--- src/rtl/hwt_pkg.sv ---
// Shared types, constants and an arithmetic helper for the 2D Haar wavelet core.
package hwt_pkg;

	localparam int COEF_W     = 20;
	localparam int SUM_W      = COEF_W + 2;
	localparam int PIX_W      = 8;
	localparam int ADDR_IN_W  = 6;
	localparam int GEOM_W     = 7;
	localparam int LVL_W      = 3;
	localparam int OP_W       = 2;
	localparam int CFG_IDX_W  = 2;
	localparam int CFG_DATA_W = 7;

	localparam int DEF_MAX_WIDTH  = 64;
	localparam int DEF_MAX_HEIGHT = 64;
	localparam int DEF_FRAC_BITS  = 4;
	localparam int DEF_MAX_LEVELS = 6;

	typedef enum logic [OP_W-1:0] {
		OP_LOAD = 2'd0,
		OP_RUN  = 2'd1,
		OP_READ = 2'd2,
		OP_NOP  = 2'd3
	} opcode_t;

	typedef struct packed {
		logic [GEOM_W-1:0] active_width;
		logic [GEOM_W-1:0] active_height;
		logic [LVL_W-1:0]  levels;
	} cfg_t;

	typedef struct packed {
		logic       take;       // input transfer this cycle
		logic       run_init;   // latch geometry and level count
		logic       lvl_next;   // halve region, count down level
		logic       blk_rd;     // issue source read for tap ph
		logic       tap_shift;  // shift source read data into taps
		logic       blk_wr;     // write result quadrant ph
		logic       blk_next;   // advance block counters
		logic       cp_rd;      // read result entry for copy-back
		logic       run_done;   // push run result into output path
		logic [1:0] ph;
	} cmd_t;

	typedef struct packed {
		logic s1_free;
		logic lv_zero;
		logic region_empty;
		logic blk_last;
		logic cp_last;
	} status_t;

	// Arithmetic shift right by one (floor), then saturate to COEF_W bits.
	function automatic logic signed [COEF_W-1:0] half_sat(input logic signed [SUM_W-1:0] s);
		logic signed [COEF_W:0] h;
		h = s[SUM_W-1:1];
		if (h[COEF_W] != h[COEF_W-1]) begin
			return h[COEF_W] ? {1'b1, {(COEF_W-1){1'b0}}} : {1'b0, {(COEF_W-1){1'b1}}};
		end
		return h[COEF_W-1:0];
	endfunction

endpackage

--- src/rtl/hwt_ctrl.sv ---
// Sequencer for item intake and the multi-level transform walk.
module hwt_ctrl (
	input  logic              clk,
	input  logic              arst_n,
	input  logic              in_valid,
	input  hwt_pkg::opcode_t  op,
	input  hwt_pkg::status_t  status,
	output logic              in_stall,
	output hwt_pkg::cmd_t     cmd
);
	import hwt_pkg::*;

	typedef enum logic [3:0] {
		ST_IDLE,
		ST_LVL_CHK,
		ST_BLK_RD,
		ST_BLK_D,
		ST_BLK_WR,
		ST_CP,
		ST_CP_DRAIN,
		ST_LVL_NEXT,
		ST_FINISH
	} state_t;

	state_t     state_q;
	logic [1:0] ph_q;
	logic       take;

	assign in_stall = !((state_q == ST_IDLE) && status.s1_free);
	assign take     = in_valid && !in_stall;

	always_comb begin
		cmd           = '0;
		cmd.take      = take;
		cmd.ph        = ph_q;
		cmd.run_init  = take && (op == OP_RUN);
		cmd.lvl_next  = (state_q == ST_LVL_NEXT);
		cmd.blk_rd    = (state_q == ST_BLK_RD);
		cmd.tap_shift = ((state_q == ST_BLK_RD) && (ph_q != 2'd0)) || (state_q == ST_BLK_D);
		cmd.blk_wr    = (state_q == ST_BLK_WR);
		cmd.blk_next  = (state_q == ST_BLK_WR) && (ph_q == 2'd3);
		cmd.cp_rd     = (state_q == ST_CP);
		cmd.run_done  = (state_q == ST_FINISH);
	end

	always_ff @(posedge clk or negedge arst_n) begin
		if (!arst_n) begin
			state_q <= ST_IDLE;
			ph_q    <= 2'd0;
		end else begin
			unique case (state_q)
				ST_IDLE: begin
					ph_q <= 2'd0;
					if (take && (op == OP_RUN)) begin
						state_q <= ST_LVL_CHK;
					end
				end
				ST_LVL_CHK: begin
					ph_q <= 2'd0;
					priority if (status.lv_zero) begin
						state_q <= ST_FINISH;
					end else if (status.region_empty) begin
						state_q <= ST_LVL_NEXT;
					end else begin
						state_q <= ST_BLK_RD;
					end
				end
				ST_BLK_RD: begin
					ph_q <= ph_q + 2'd1;
					if (ph_q == 2'd3) begin
						state_q <= ST_BLK_D;
					end
				end
				ST_BLK_D: begin
					ph_q    <= 2'd0;
					state_q <= ST_BLK_WR;
				end
				ST_BLK_WR: begin
					ph_q <= ph_q + 2'd1;
					if (ph_q == 2'd3) begin
						state_q <= status.blk_last ? ST_CP : ST_BLK_RD;
					end
				end
				ST_CP: begin
					if (status.cp_last) begin
						state_q <= ST_CP_DRAIN;
					end
				end
				ST_CP_DRAIN: begin
					state_q <= ST_LVL_NEXT;
				end
				ST_LVL_NEXT: begin
					state_q <= ST_LVL_CHK;
				end
				ST_FINISH: begin
					state_q <= ST_IDLE;
				end
				default: begin
					state_q <= ST_IDLE;
				end
			endcase
		end
	end

endmodule

--- config.mk ---
export PLATFORM = sky130hd
export DESIGN_NAME = hwt_ctrl
export DESIGN_NICKNAME = d
export VERILOG_FILES = /design/src/rtl/hwt_pkg.sv /design/src/rtl/hwt_ctrl.sv
export SDC_FILE = /design/constraint.sdc
export NUM_CORES = 1
export LEC_CHECK = 0
export BUFFER_PORTS_ARGS = -buffer_cell sky130_fd_sc_hd__buf_2
export CORE_AREA = 2 2 39 41
export CTS_BUF_LIST = sky130_fd_sc_hd__clkbuf_4
export DETAILED_ROUTE_END_ITERATION = 16
export DIE_AREA = 0 0 41 43
export PLACE_DENSITY = 0.75
export SLEW_MARGIN = 5
export SYNTH_ARGS = -nofsm -noshare
export SYNTH_HDL_FRONTEND = slang
export SYNTH_SLANG_ARGS = --single-unit
--- constraint.sdc ---
create_clock -name clk -period 1.9 [get_ports clk]
set_input_delay 0.19 -clock clk [delete_from_list [all_inputs] [get_ports clk]]
set_output_delay 0.19 -clock clk [all_outputs]
set_load 0.02 [all_outputs]
==> out/qor_table.md, run 1 <==
| Result | Reported | Unit |
| --- | --- | --- |
| Run status | finished clean | - |
| Capture point of the worst reg-to-reg path | state_q[0] | - |
| Ordered cell list for the critical path | nor4_4 > and3_1 > and3b_1 > buf_2 | - |
| CTS H-tree lvls | 1 | - |
| Die H | 43 | µm |
| Detailed-placement wirelength estimate | 1040 | µm |
| Total power | 0.000991 | W |
| Per-instance average area after synthesis | 8.43 | µm² |
| Startpoint of the worst register-to-register path | ph_q[0] | - |
| Slew of the pin with the lowest slew margin | 0.353 | ns |
| Number of detailed-routing iterations run before antenna repair | 4 | - |
| Kind of end point of the critical path | output port | - |
| Fraction of registers with async set or reset after synthesis | 100 | % |
| TritonCTS sink count | 6 | - |
| Critical path fanouts, max | 6 | - |
| Starting density of the core | 43.9 | % |
| Ports | 22 | - |
| Sequential cell area fraction in the yosys report | 24.7 | % |
| Number of CTS-inserted buffers | 3 | - |
| I/O Buffers | 21 | - |
| Residual overflow from global routing | 0 | - |
| Register-to-register path setup slack | 0.39 | ns |
| Total nets after synthesis | 84 | - |
| Fin Setup TNS | 0 | ns |
| Avg Vias per Cell | 5.45 | - |
| Number of failing hold endpoints at the final stage | 0 | - |
| Pin count of the biggest net entering global routing | 18 | - |
| DR vias | 589 | - |
| Arr. time, crit path | 1.60 | ns |
| Count of placed standard cells including taps | 104 | - |
| Primary flip-flop cell chosen by synthesis mapping | sky130_fd_sc_hd__dfrtp_1 | - |
| Final Cycle Share | 94.4 | % |
| Clk slew on worst S/H paths | 0.05 | ns |
| Final net count | 106 | - |
| Critical path type | flop to output port | - |
| Antenna diode count | 0 | - |
| Final setup violating endpoints | 0 | - |
| Number of distinct library cell variants in the gate-level netlist after synthesis | 36 | - |
| Post-synthesis register bit count | 6 | - |
| Static Leak | 0.362 | nW |
| Max incr delay on CP | 0.48 | ns |
| Startpoint types | flop | - |
| Launching instance or port of the critical path | state_q[0] | - |
| Core Footprint | 0.00138 | mm² |
| Buffers inserted during post-CTS setup optimization | 0 | - |
| Rel. slew slack | 76.5 | % |
| Initial antenna violation count | 0 | - |
| All-Layer GR Usage | 18.0 | % |
| Worst Reg-to-Reg Cells | 5 | - |
| Maximum clock rate | 0.557 | GHz |
| Number of synthesized flops with an enable pin | 0 | - |
| Clock latency on the worst-skew pair | 0.25 | ns |
| Warning count from the yosys run | 0 | - |
| RSZ-0062 raised after global routing | false | - |
| Clock period minus final worst setup slack | 1.79 | ns |
| Area growth from synthesis to final layout | 20.4 | % |
| Fraction of layout cells with a size suffix above 1 | 37.0 | % |
| Class of the tightest hold or removal check | primary input to flop | - |
| Post-DR wirelength/cell | 13.0 | µm |
| Number of pins exceeding their max-slew limit in the final report | 0 | - |
| Vias in the first global route | 501 | - |
| Detailed Route WL | 1410 | µm |
| Worst endpoint required time | 1.71 | ns |
| TritonCTS clock tree | built | - |
| DRC violation count after routing | 0 | - |
| ANT nets after route | 0 | - |
| Max-capacitance violation count | 0 | - |
| Die area | 0.00176 | mm² |
| Drt first-iter violations | 27 | - |
| Final weighted congestion of routability-driven global placement | 0.874 | - |
| Final std cells w/o fill | 108 | - |
| Clock root buffer | sky130_fd_sc_hd__clkbuf_4 | - |
| Total of fill cells in the finished design | 134 | - |
| Skew final | 0.00504 | ns |
| Critical path's slowest cell | sky130_fd_sc_hd__dfrtp_1 | - |
| Highest-count cells in the layout ignoring fill and taps | sky130_fd_sc_hd__buf_2, sky130_fd_sc_hd__nand2_1, sky130_fd_sc_hd__inv_1 | - |
| Width of the chip | 41 | µm |
| Cell Rows | 14 | - |
| Destination of the critical timing path | cmd[9] | - |
| Worst vdd ir | 543 | µV |
| Pwr/cell area | 1360 | mW/mm² |
| Clock tree buffer depth | 2 | - |
| Most common cell after layout, fill and taps aside | sky130_fd_sc_hd__buf_2 | - |
| Cell count after synthesis | 72 | - |
| Combined area of all synthesized cells | 607 | µm² |
| First-pass GRT wire length | 2220 | µm |
cells in the mapped netlist (all sizes together) (2+ instances only):
cell    instances  share of area (%)
nor3            4                3.3
nand2           9                5.6
ha              2                4.1
o21ai           3                2.5
a21oi           3                2.5
inv             6                3.7
o41ai           2                4.1
nor2b           2                2.1
o22ai           2                2.1
nor4b           2                3.9
buf             7                8.5
and3            2                2.1
dfrtp           6                 25
o31ai           2                2.5
a31oi           2                3.1
nand2b          2                3.3
o221ai          2                2.9
nor2            2                1.2
power by group:
group / total (W) / internal (W) / leakage, nW / switching (W)
clock network: 0.000123 / 0.0000718 / 0.0138 / 0.0000509
logic: 0.000590 / 0.000258 / 0.271 / 0.000332
registers: 0.000278 / 0.000171 / 0.0768 / 0.000107
total: 0.000991 / 0.000501 / 0.362 / 0.000490
kinds of logic (layout without fill, tap and decap cells):
kind of cell / count (synthesis) / in the layout / synth area share [%]
flops: 6 / 6 / 24.7
xor+xnor: 1 / 1 / 1.44
mux: 1 / 1 / 1.65
simple gates: 31 / 31 / 33.4
compound gates: 18 / 18 / 22.5
fa+ha+maj: 2 / 2 / 4.12
buf+inv: 13 / 33 / 12.2
state kept, by name, indices dropped and copies added (netlist names):
signal	count
ph_q	2
state_q	4
per-layer routing:
layer / vias up / routed length (µm) / track usage, %
li1: 303 / - / -
met1: 265 / 654 / 25.4
met2: 19 / 668 / 26.9
met3: 2 / 76 / 4.71
met4: 0 / 8 / 4.00
met5: - / 0 / 0
worst min-delay path by stage:
stage	startpoint	to	cells after the start
3_5_place_dp	arst_n	ph_q[0]	1
6_report	status[0]	state_q[0]	2
5_1_grt	status[0]	state_q[0]	2
3_3_place_gp	arst_n	ph_q[0]	1
4_1_cts	status[0]	state_q[0]	2
2_1_floorplan	arst_n	ph_q[0]	0
through the flow:
stage	utilization [%]	worst slack, ns	hold slack [ns]	cell area, µm²
after detailed placement	50.3	0.303	0.0289	696
after global placement	50.3	0.366	0.0269	696
after CTS	52.6	0.0445	0.134	728
after floorplan	-	0.158	-0.106	607
after global routing	52.8	0.0167	0.143	731
final	52.8	0.106	0.138	731
what timing repair did:
item	CTS	global route
hold endpoints to repair	6	0
gates resized for setup	0	2
hold buffers	1	0
endpoints found under the setup margin	0	1
layout make-up:
type | count | area, µm² | share of cell area (%)
clock buffer | 3 | 22.5 | 3.08
inverter | 6 | 22.5 | 3.08
multi-input combinational | 53 | 383 | 52.4
sequential | 6 | 153 | 20.9
tap | 16 | 20.0 | 2.74
timing repair buffer | 24 | 130 | 17.8
worst max-delay path, delay by kind of cell, from the launching register on:
kind                   cells  cell delay (ns)
flip-flops                 1             0.48
buffers and inverters      1             0.15
AND/OR/NAND/NOR            3             0.72
Note: power is estimated with default switching activity, not from simulation.
==> run 2, diff against run 1 <==
==> constraint.sdc (replaced) <==
create_clock -name clk -period 1.9 [get_ports clk]
set_input_delay 0.19 -clock clk [delete_from_list [all_inputs] [get_ports clk]]
set_output_delay 0.19 -clock clk [all_outputs]
set_load 0.1 [all_outputs]
==> run 2 against run 1 <==
Net effect: sequential power is 15% lower; flip-flop and latch count unchanged; critical path depth is the same; maximum frequency decreased by 2.1%; largest cell class unchanged; design area up 27%; highest routed layer unchanged; non-clock buffer count increased by 3; global-route usage up 2.0 points; register-to-register slack hardly changed.
==> out/qor_table.md, run 2 (synthesis results as in run 1) <==
| Result | Reported | Unit | Change |
| --- | --- | --- | --- |
| Internal Dissipation | 0.000635 | W | +27% |
| Kind of end point of the critical path | output port | - |  |
| Register-to-register path setup slack | 0.39 | ns | about the same |
| Core Footprint | 0.00138 | mm² | unchanged |
| CTS H-tree lvls | 1 | - | unchanged |
| Total of fill cells in the finished design | 110 | - | -18% |
| Final Core Density | 67.0 | % | +14 points |
| Count of placed standard cells including taps | 107 | - | +2.9% |
| Register ranked first by flip-flop count | state_q | - |  |
| Slew of the pin with the lowest slew margin | 0.483 | ns | +0.130 ns |
| Final std cells w/o fill | 111 | - | +2.8% |
| TritonCTS clock tree | built | - |  |
| Run status | finished clean | - |  |
| Switching power | 0.000873 | W | +78% |
| Startpoint types | flop | - |  |
| Number of pins exceeding their max-slew limit in the final report | 0 | - | unchanged |
| Most common cell after layout, fill and taps aside | sky130_fd_sc_hd__buf_2 | - |  |
| Clock period minus final worst setup slack | 1.83 | ns | +0.0379 ns |
| Static Leak | 0.407 | nW | +12% |
| Pwr/cell area | 1630 | mW/mm² | +20% |
| Antenna diode count | 0 | - | unchanged |
| Max-capacitance violation count | 0 | - | unchanged |
| Startpoint of the worst register-to-register path | state_q[0] | - |  |
| Hold buffers post-CTS | 1 | - | unchanged |
| Die area | 0.00176 | mm² | unchanged |
| Post-cts gate resize count | 0 | - | unchanged |
| Cell Rows | 14 | - | unchanged |
| Worst slack, placed | 0.342 | ns | +0.0390 ns |
| Number of CTS-inserted buffers | 3 | - | unchanged |
| Residual overflow from global routing | 0 | - | unchanged |
| Comb power frac | 75.9 | % | +16 points |
| TritonCTS sink count | 6 | - | unchanged |
| Launching instance or port of the critical path | state_q[1] | - |  |
| First-pass GRT wire length | 2420 | µm | +9.0% |
| Worst vdd ir | 1020 | µV | +89% |
| Clk slew on worst S/H paths | 0.05 | ns | about the same |
| I/O Buffers | 21 | - | unchanged |
| Met1 track demand over resource | 27.5 | % | +2.0 points |
| Part of the total power dissipated in the clock network | 8.5 | % | -3.9 points |
| Setup slack after layout | 0.0678 | ns | -0.0379 ns |
| Fin Setup TNS | 0 | ns | unchanged |
| Pin count of the biggest net entering global routing | 17 | - | -1 |
| Sw frac | 57.9 | % | +8.5 points |
| Area growth from synthesis to final layout | 52.8 | % |  |
| Post-DR wirelength/cell | 13.2 | µm | +1.5% |
| Final weighted congestion of routability-driven global placement | 0.827 | - | -5.3% |
| Detailed Route WL | 1470 | µm | +4.3% |
| Drt first-iter violations | 18 | - | -33% |
| Ports | 22 | - | unchanged |
| Arr. time, crit path | 1.64 | ns | +0.04 ns |
| Critical path type | flop to output port | - |  |
| Worst Reg-to-Reg Cells | 5 | - | unchanged |
| RSZ-0062 raised after global routing | false | - |  |
| Width of the chip | 41 | µm | unchanged |
| All-Layer GR Usage | 20.1 | % | +2.0 points |
| Detailed-placement wirelength estimate | 1190 | µm | +15% |
| Number of flip-flops under the largest register name | 4 | - | unchanged |
| Maximum clock rate | 0.546 | GHz | -2.1% |
| Die H | 43 | µm | unchanged |
| Sequential fraction of design power | 15.6 | % | -12 points |
| DRC violation count after routing | 0 | - | unchanged |
| Number of detailed-routing iterations run before antenna repair | 4 | - | unchanged |
| Highest-count cells in the layout ignoring fill and taps | sky130_fd_sc_hd__buf_2, sky130_fd_sc_hd__nand2_1, sky130_fd_sc_hd__buf_12 | - |  |
| ANT nets after route | 0 | - | unchanged |
| Vias in the first global route | 552 | - | +10% |
| Buffers inserted during post-CTS setup optimization | 0 | - | unchanged |
| Avg Vias per Cell | 5.69 | - | +4.4% |
| Initial antenna violation count | 0 | - | unchanged |
| Destination of the critical timing path | cmd[9] | - |  |
| Number of failing hold endpoints at the final stage | 0 | - | unchanged |
| Final setup violating endpoints | 0 | - | unchanged |
| Clock root buffer | sky130_fd_sc_hd__clkbuf_4 | - |  |
| Final Cycle Share | 96.4 | % | +2.0 points |
| Global Route met2 Usage | 31.3 | % | +4.4 points |
| Most used routing layer in global routing | met2 | - |  |
| Fraction of layout cells with a size suffix above 1 | 47.4 | % | +10 points |
| Top Registers | state_q: 4 flops, ph_q: 2 flops | - |  |
| Final net count | 109 | - | +2.8% |
| Class of the tightest hold or removal check | primary input to flop | - |  |
| Clock tree buffer depth | 2 | - | unchanged |
| Critical path fanouts, max | 2 | - | -4 |
| Total power | 0.00151 | W | +52% |
| Skew final | 0.00239 | ns | -0.00266 ns |
| Capture point of the worst reg-to-reg path | state_q[0] | - |  |
| DR vias | 632 | - | +7.3% |
| Starting density of the core | 43.9 | % | unchanged |
| Clock latency on the worst-skew pair | 0.26 | ns | about the same |
| Rel. slew slack | 68.0 | % | -8.4 points |
| Worst endpoint required time | 1.71 | ns | about the same |
| Global Route met3 Usage | 1.57 | % | -3.1 points |
-- run 2: cell type report --
class	count	area, µm²	area share [%]
Clock buffer	3	22.5	2.43
Inverter	6	22.5	2.43
Multi-Input combinational cell	53	437	47.1
Sequential cell	6	153	16.5
Tap cell	16	20.0	2.16
Timing Repair Buffer	27	273	29.4
-- run 2: how the worst min path moves through the flow --
stage / startpoint / endpoint / slack [ns] / depth (start not counted)
2_1_floorplan: arst_n / ph_q[0] / -0.11 / 0
3_3_place_gp: arst_n / state_q[2] / 0.02 / 1
3_5_place_dp: arst_n / state_q[2] / 0.03 / 1
4_1_cts: status[0] / state_q[0] / 0.14 / 2
5_1_grt: status[0] / state_q[0] / 0.16 / 2
6_report: status[0] / state_q[0] / 0.13 / 2
-- run 2: layer usage --
| metal | vias to the layer above | part of all wire (%) |
|---|---|---|
| met4 | 0 | 1.7 |
| met3 | 2 | 4.4 |
| met1 | 299 | 41 |
| met5 | - | 0 |
| met2 | 22 | 53 |
| li1 | 309 | - |
-- run 2: worst max-delay path: stages, from the launching register on --
cell and delay (ns):
sky130_fd_sc_hd__dfrtp_1 0.41, sky130_fd_sc_hd__nor4_4 0.31, sky130_fd_sc_hd__and3_1 0.26, sky130_fd_sc_hd__and3b_2 0.23
sky130_fd_sc_hd__buf_12 0.17
-- run 2: stage by stage --
| step | hold WS [ns] | cell area [µm²] |
|---|---|---|
| floorplan | -0.106 | 669 |
| global placement | 0.0219 | 895 |
| detailed placement | 0.0255 | 895 |
| global route | 0.159 | 927 |
| finish | 0.132 | 927 |
| CTS | 0.136 | 927 |
-- run 2: power groups by stage --
stage	registers (W)	logic, W	clock network (W)
after floorplan	0.000297	0.000843	0
after global placement	0.000234	0.00112	0
after detailed placement	0.000238	0.00114	0
after CTS	0.000235	0.00115	0.000130
after global routing	0.000242	0.00122	0.000136
final	0.000236	0.00114	0.000128
